$ cat src/design/linear_interp_upsampler_unit_assert.svh
// Assertion macros for the linear interpolation upsampler.
`ifndef LINEAR_INTERP_UPSAMPLER_UNIT_ASSERT_SVH
`define LINEAR_INTERP_UPSAMPLER_UNIT_ASSERT_SVH

// Condition that must hold at every clock edge out of reset.
`define LIRP_ASSERT_ALWAYS(lbl, clk, rstn, cond) \
    lbl: assert property (@(posedge clk) disable iff (!rstn) (cond)) \
        else $error("lirp assertion failed");

// Consequent must hold in the cycle after the antecedent.
`define LIRP_ASSERT_NEXT(lbl, clk, rstn, ante, cons) \
    lbl: assert property (@(posedge clk) disable iff (!rstn) (ante) |=> (cons)) \
        else $error("lirp assertion failed");

`endif

$ cat src/design/lirp_pkg.sv
// Types and constants shared by the linear interpolation upsampler modules.
package lirp_pkg;

    localparam int SAMPLE_BITS    = 16;
    localparam int STEP_BITS      = 16;
    localparam int MIN_STEP_SHIFT = 6;
    localparam logic [STEP_BITS-1:0] STEP_RESET = 16'd30106;

    typedef struct packed {
        logic signed [SAMPLE_BITS-1:0] sample_in;
        logic                          sample_present;
    } lirp_in_t;

    typedef struct packed {
        logic signed [SAMPLE_BITS-1:0] sample_out;
        logic                          last_of_run;
    } lirp_out_t;

    typedef enum logic [1:0] {
        ST_IDLE,
        ST_MUL,
        ST_OUT
    } lirp_state_t;

    typedef struct packed {
        logic ready;
        logic load;
        logic mul;
        logic out_valid;
        logic done;
    } lirp_ctrl_t;

endpackage

$ cat src/design/lirp_mul.sv
// Shared multiplier: registered product of sample difference and phase.
module lirp_mul
    import lirp_pkg::*;
#(
    parameter int PHASE_BITS = 16
) (
    input  logic                                   aclk,
    input  logic                                   en,
    input  logic signed [SAMPLE_BITS:0]            diff,
    input  logic        [PHASE_BITS-1:0]           phase,
    output logic signed [SAMPLE_BITS+PHASE_BITS+1:0] prod
);

    logic signed [SAMPLE_BITS+PHASE_BITS+1:0] prod_reg;
    logic signed [PHASE_BITS:0]               phase_s;

    assign phase_s = $signed({1'b0, phase});

    always_ff @(posedge aclk) begin
        if (en) begin
            prod_reg <= diff * phase_s;
        end
    end

    assign prod = prod_reg;

endmodule

$ cat src/design/lirp_ctrl.sv
// Sequencer: a multiply state and then an output state for each result.
module lirp_ctrl
    import lirp_pkg::*;
(
    input  logic       aclk,
    input  logic       aresetn,
    input  logic       s_valid,
    input  logic       m_ready,
    input  logic       last,
    output lirp_ctrl_t ctrl
);

    lirp_state_t state_reg, state_next;

    always_ff @(posedge aclk) begin
        if (!aresetn) begin
            state_reg <= ST_IDLE;
        end else begin
            state_reg <= state_next;
        end
    end

    always_comb begin
        state_next = state_reg;
        unique case (state_reg)
            ST_IDLE: begin
                if (s_valid) state_next = ST_MUL;
            end
            ST_MUL: begin
                state_next = ST_OUT;
            end
            ST_OUT: begin
                if (m_ready) state_next = last ? ST_IDLE : ST_MUL;
            end
            default: state_next = ST_IDLE;
        endcase
    end

    always_comb begin
        ctrl = '0;
        unique case (state_reg)
            ST_IDLE: begin
                ctrl.ready = 1'b1;
                ctrl.load  = s_valid;
            end
            ST_MUL: begin
                ctrl.mul = 1'b1;
            end
            ST_OUT: begin
                ctrl.out_valid = 1'b1;
                ctrl.done      = m_ready && last;
            end
            default: ctrl = '0;
        endcase
    end

endmodule

$ cat src/design/linear_interp_upsampler_unit.sv
// Linear interpolation upsampler: top level with sample and phase registers.
//
// Each accepted source sample (or starved marker, which repeats the held
// sample) yields one or more interpolated results, the last one flagged.
// Each result passes through the multiply state, on the shared multiplier, and
// then the output state, after the item has been accepted in the idle state;
// the output state holds while m_ready is low. The block takes no new item until
// the final result of the current one is transferred. phase_step may only be
// written while the block is idle; values below 2^(PHASE_BITS-6) are raised to
// that minimum, so an item yields at most 64 results.
module linear_interp_upsampler_unit
    import lirp_pkg::*;
#(
    parameter int PHASE_BITS = 16
) (
    input  logic                 aclk,
    input  logic                 aresetn,
    input  logic                 cfg_wr_en,
    input  logic [STEP_BITS-1:0] cfg_wr_data,
    input  logic                 s_valid,
    output logic                 s_ready,
    input  lirp_in_t             s_data,
    output logic                 m_valid,
    input  logic                 m_ready,
    output lirp_out_t            m_data
);

    `include "linear_interp_upsampler_unit_assert.svh"

    localparam logic [PHASE_BITS-1:0] MIN_STEP =
        PHASE_BITS'(1) << (PHASE_BITS - MIN_STEP_SHIFT);

    logic [STEP_BITS-1:0]          step_reg;
    logic signed [SAMPLE_BITS-1:0] held_reg, cur_reg;
    logic signed [SAMPLE_BITS:0]   diff_reg;
    logic [PHASE_BITS-1:0]         phase_reg;
    logic                          last_reg;

    logic [PHASE_BITS+STEP_BITS-1:0]           step_wide;
    logic [PHASE_BITS-1:0]                     step_bits, step_eff;
    logic [PHASE_BITS:0]                       phase_sum;
    logic signed [SAMPLE_BITS-1:0]             cur_in;
    logic signed [SAMPLE_BITS+PHASE_BITS+1:0]  prod;
    lirp_ctrl_t                                ctrl;

    // Only the low PHASE_BITS bits of the register count.
    assign step_wide = {{PHASE_BITS{1'b0}}, step_reg};
    assign step_bits = step_wide[PHASE_BITS-1:0];
    assign step_eff  = (step_bits < MIN_STEP) ? MIN_STEP : step_bits;
    // Carry out marks the phase reaching one; the low bits are then the new fraction.
    assign phase_sum = {1'b0, phase_reg} + {1'b0, step_eff};

    assign cur_in = s_data.sample_present ? s_data.sample_in : held_reg;

    lirp_ctrl u_ctrl (
        .aclk    (aclk),
        .aresetn (aresetn),
        .s_valid (s_valid),
        .m_ready (m_ready),
        .last    (last_reg),
        .ctrl    (ctrl)
    );

    lirp_mul #(
        .PHASE_BITS (PHASE_BITS)
    ) u_mul (
        .aclk  (aclk),
        .en    (ctrl.mul),
        .diff  (diff_reg),
        .phase (phase_reg),
        .prod  (prod)
    );

    always_ff @(posedge aclk) begin
        if (!aresetn) begin
            step_reg  <= STEP_RESET;
            held_reg  <= '0;
            phase_reg <= '0;
        end else begin
            if (cfg_wr_en) step_reg <= cfg_wr_data;
            if (ctrl.mul)  phase_reg <= phase_sum[PHASE_BITS-1:0];
            if (ctrl.done) held_reg <= cur_reg;
        end
    end

    always_ff @(posedge aclk) begin
        if (ctrl.load) begin
            cur_reg  <= cur_in;
            diff_reg <= {cur_in[SAMPLE_BITS-1], cur_in} - {held_reg[SAMPLE_BITS-1], held_reg};
        end
        if (ctrl.mul) begin
            last_reg <= phase_sum[PHASE_BITS];
        end
    end

    assign s_ready = ctrl.ready;
    assign m_valid = ctrl.out_valid;
    // Part-select of the product is the floored shift; result stays within the sample range.
    assign m_data.sample_out  = held_reg + prod[PHASE_BITS +: SAMPLE_BITS];
    assign m_data.last_of_run = last_reg;

    `LIRP_ASSERT_ALWAYS(a_no_overlap, aclk, aresetn, !(s_ready && m_valid))
    `LIRP_ASSERT_NEXT(a_load_then_mul, aclk, aresetn, s_valid && s_ready, !m_valid && !s_ready)
    `LIRP_ASSERT_NEXT(a_last_frees_input, aclk, aresetn,
        m_valid && m_ready && m_data.last_of_run, s_ready)
    `LIRP_ASSERT_NEXT(a_more_results, aclk, aresetn,
        m_valid && m_ready && !m_data.last_of_run, !s_ready && !m_valid)

endmodule

$ cat config.mk
export PLATFORM = sky130hd
export DESIGN_NAME = linear_interp_upsampler_unit
export DESIGN_NICKNAME = d
export VERILOG_FILES = /design/src/design/lirp_pkg.sv /design/src/design/lirp_mul.sv /design/src/design/lirp_ctrl.sv /design/src/design/linear_interp_upsampler_unit.sv
export VERILOG_INCLUDE_DIRS = /design/src /design/src/design
export SDC_FILE = /design/constraint.sdc
export NUM_CORES = 1
export LEC_CHECK = 0
export BUFFER_PORTS_ARGS = -buffer_cell sky130_fd_sc_hd__clkbuf_2
export CAP_MARGIN = 15
export CORE_UTILIZATION = 50
export CTS_CLUSTER_DIAMETER = 200
export DETAILED_ROUTE_END_ITERATION = 6
export PLACE_DENSITY = 0.67
export SLEW_MARGIN = 20
export SYNTH_ARGS = -nofsm -noshare
export SYNTH_HDL_FRONTEND = slang
export SYNTH_SLANG_ARGS = --single-unit
$ cat constraint.sdc
create_clock -name aclk -period 7.2 [get_ports aclk]
set_input_delay 1.44 -clock aclk [delete_from_list [all_inputs] [get_ports aclk]]
set_output_delay 1.44 -clock aclk [all_outputs]
set_load 0.03 [all_outputs]
==> results.cfg <==
[floorplanning]
die-area_mm2 = 0.0313
initial_utilization = 0.512
io_pins = 57
die_h_um = 177
chipWidth_um = 177
fp-row-count = 63
coreArea_mm2 = 0.0299

[route]
ant_nets = 0
wirelength_um = 32400
drc = 0
num_vias = 10800
first_iter_violations = 645
wl_per_cell_um = 15.6
via_per_inst = 5.21
drtPass1Iterations = 6

[worst_setup_path]
critical_path_class = flop to flop
cp_data_required_time_ns = 7.38
ff2ff_path_depth = 18
r2r_slack_ns = 0.77
cp_max_fo = 16
r2r_end = u_mul.prod[31]
reg2reg_from = diff_reg[16]
cp-start-kind = flop
crit_arrival_ns = 6.61
worstSetupEndpointType = flop

[finish]
finalInstanceArea_mm2 = 0.0162
area_delta_synth_final_pct = 6.13
nets = 2109
final_util = 0.544
largest_reg_flops = 17
antenna_cells = 0
fillers = 2718
drive_gt1_frac = 0.0547

[sta]
skew_ns = 0.0142
hold_viol = 0
slew_headroom = 0.346
fmax_mhz = 156
period_needed_ns = 6.43
rsz0062_at_grt = false
maxSlewViolCount = 0
worst_pin_slew_ns = 0.981
fin_crit_sh = 0.893
hold_ws_ns = 0.466
setup_viol = 0
tns_ns = 0

[synth]
syn_avg_cell_area_um2 = 9.23
ys_ff_latch = 100
synth.most_common_cell = inv_1
async_flop_share = 0
synthTopCellsByCount = 329 x inv_1, 268 x fa_1, 242 x nand2_1, 148 x and2_1, 127 x ha_1
synth_nets = 2091
netlist_instances = 1658
synth_edf_count = 50
synth_area_leaders = fa_1 35%, ha_1 10%, edfxtp_1 9.8%
synth_ff_type = edfxtp_1
synth_area_mm2 = 0.0153
synth_top_area_share = 0.351
synth-warning-count = 0
synth_cell_types = 59
synth_top_area_cell = fa_1
ys_seq_area_frac = 0.164

[clock_network]
cts-hold-fix-buffers = 0
clk_pin_slew_ns = 0.08
clock_tree.root_cell = clkbuf_16
htreeDepth = 3
clock-sinks = 100
cts_tree = done
clkLatencyLatePin_ns = 0.36
cts_setup_buffers = 0
cts_resized = 0
numCtsBuffers = 9
clk_path_buf_depth = 2

[global_routing]
antenna_found_initial = 0
grt_pass1_wl_um = 54500
overflow = 0
grt_pass1_vias = 11100
grtUsageTotal = 0.222
grt_max_degree = 58

[pwr]
total_power_uw = 2880
p_leak_uw = 0.00800
power.density_mw_per_mm2 = 177
ir_drop_v = 0.000136

[placement]
routabilityCongestion = 0.853
io_buffers = 56
dpl_cell_area_mm2 = 0.0159
hpwl_um = 26400

[outcome]
outcome = finished, final reports clean

[job]
max-cap-violations = 0

[hold_path]
hold_depth = 2
hold_path_class = flop to flop
min-delay-start = step_bits[7]
min_to = step_bits[7]
-- cell usage in the layout (no fill, tap or decap), types with 7 or more instances in the layout --
cell / n
clkbuf_16: 9
nor2_1: 37
clkbuf_2: 55
mux2i_1: 19
ha_1: 127
and2_1: 148
xor2_1: 15
and3_1: 12
a21oi_1: 34
nand2_1: 242
nor2b_1: 20
a21o_1: 7
inv_1: 329
xnor2_1: 40
nand2b_1: 9
edfxtp_1: 50
nand3_1: 26
fa_1: 268
a211oi_1: 8
dfxtp_1: 50
o21a_1: 11
nor3_1: 14
o21ai_0: 40
a21boi_0: 28
or3_1: 7
buf_4: 14
-- how the worst max path moves through the flow --
stage	slack [ns]	startpoint	endpoint	cells after the start
finish	0.77	diff_reg[16]	u_mul.prod[31]	18
global route	0.38	diff_reg[16]	u_mul.prod[31]	18
CTS	0.76	diff_reg[16]	u_mul.prod[31]	18
detailed placement	0.80	diff_reg[16]	u_mul.prod[31]	18
global placement	0.91	diff_reg[16]	u_mul.prod[31]	18
floorplan	1.30	diff_reg[16]	u_mul.prod[31]	19
-- logic make-up after synthesis --
| logic type | share of synthesized area |
|---|---|
| AO/OA/AOI/OAI | 0.0718 |
| buffers and inverters | 0.0964 |
| adder cells (fa/ha/maj) | 0.454 |
| flip-flops | 0.164 |
| XOR/XNOR | 0.0315 |
| multiplexers | 0.0124 |
| AND/OR/NAND/NOR | 0.170 |
-- metrics by stage --
step | instances | setup WS, ns
2_1_floorplan | 1658 | 1.30
5_1_grt | 2071 | 0.378
4_1_cts | 2071 | 0.764
3_3_place_gp | 2055 | 0.905
6_report | 2071 | 0.772
3_5_place_dp | 2055 | 0.799
-- critical path, cell delays in order, from the launching register on --
cell and delay [ns]:
edfxtp_1 0.63, nand2_1 0.22, inv_1 0.10, fa_1 0.68, inv_1 0.13, fa_1 0.57, inv_1 0.29, fa_1 0.50
fa_1 0.56, fa_1 0.43, fa_1 0.44, ha_1 0.32, o21ai_0 0.09, nand2b_1 0.10, and3_1 0.20, a221oi_2 0.31
a21oi_1 0.16, or2_1 0.26, a311oi_1 0.26
-- area by class of cell --
type	count	area (um2)	area share
inverters	329	1230	0.0760
multi-input cells	1166	11300	0.697
flip-flops and latches	100	2500	0.154
clock buffers	9	225	0.0139
clock inverters	7	80.1	0.00493
repair buffers	70	385	0.0237
well taps	390	488	0.0300
-- report_power, final --
| group | internal, uW | switching, uW | leakage, uW |
|---|---|---|---|
| sequential | 707 | 107 | 0.000890 |
| clock | 276 | 238 | 0.000149 |
| combinational | 667 | 888 | 0.00696 |
-- metal layers --
| layer | vias up | GRT usage | wire (um) |
|---|---|---|---|
| met4 | 0 | 0.0682 | 939 |
| met2 | 197 | 0.378 | 15900 |
| met5 | - | 0 | 0 |
| li1 | 5158 | - | - |
| met3 | 46 | 0.0251 | 980 |
| met1 | 5385 | 0.298 | 14600 |
Power figures use the tool's default switching activity.
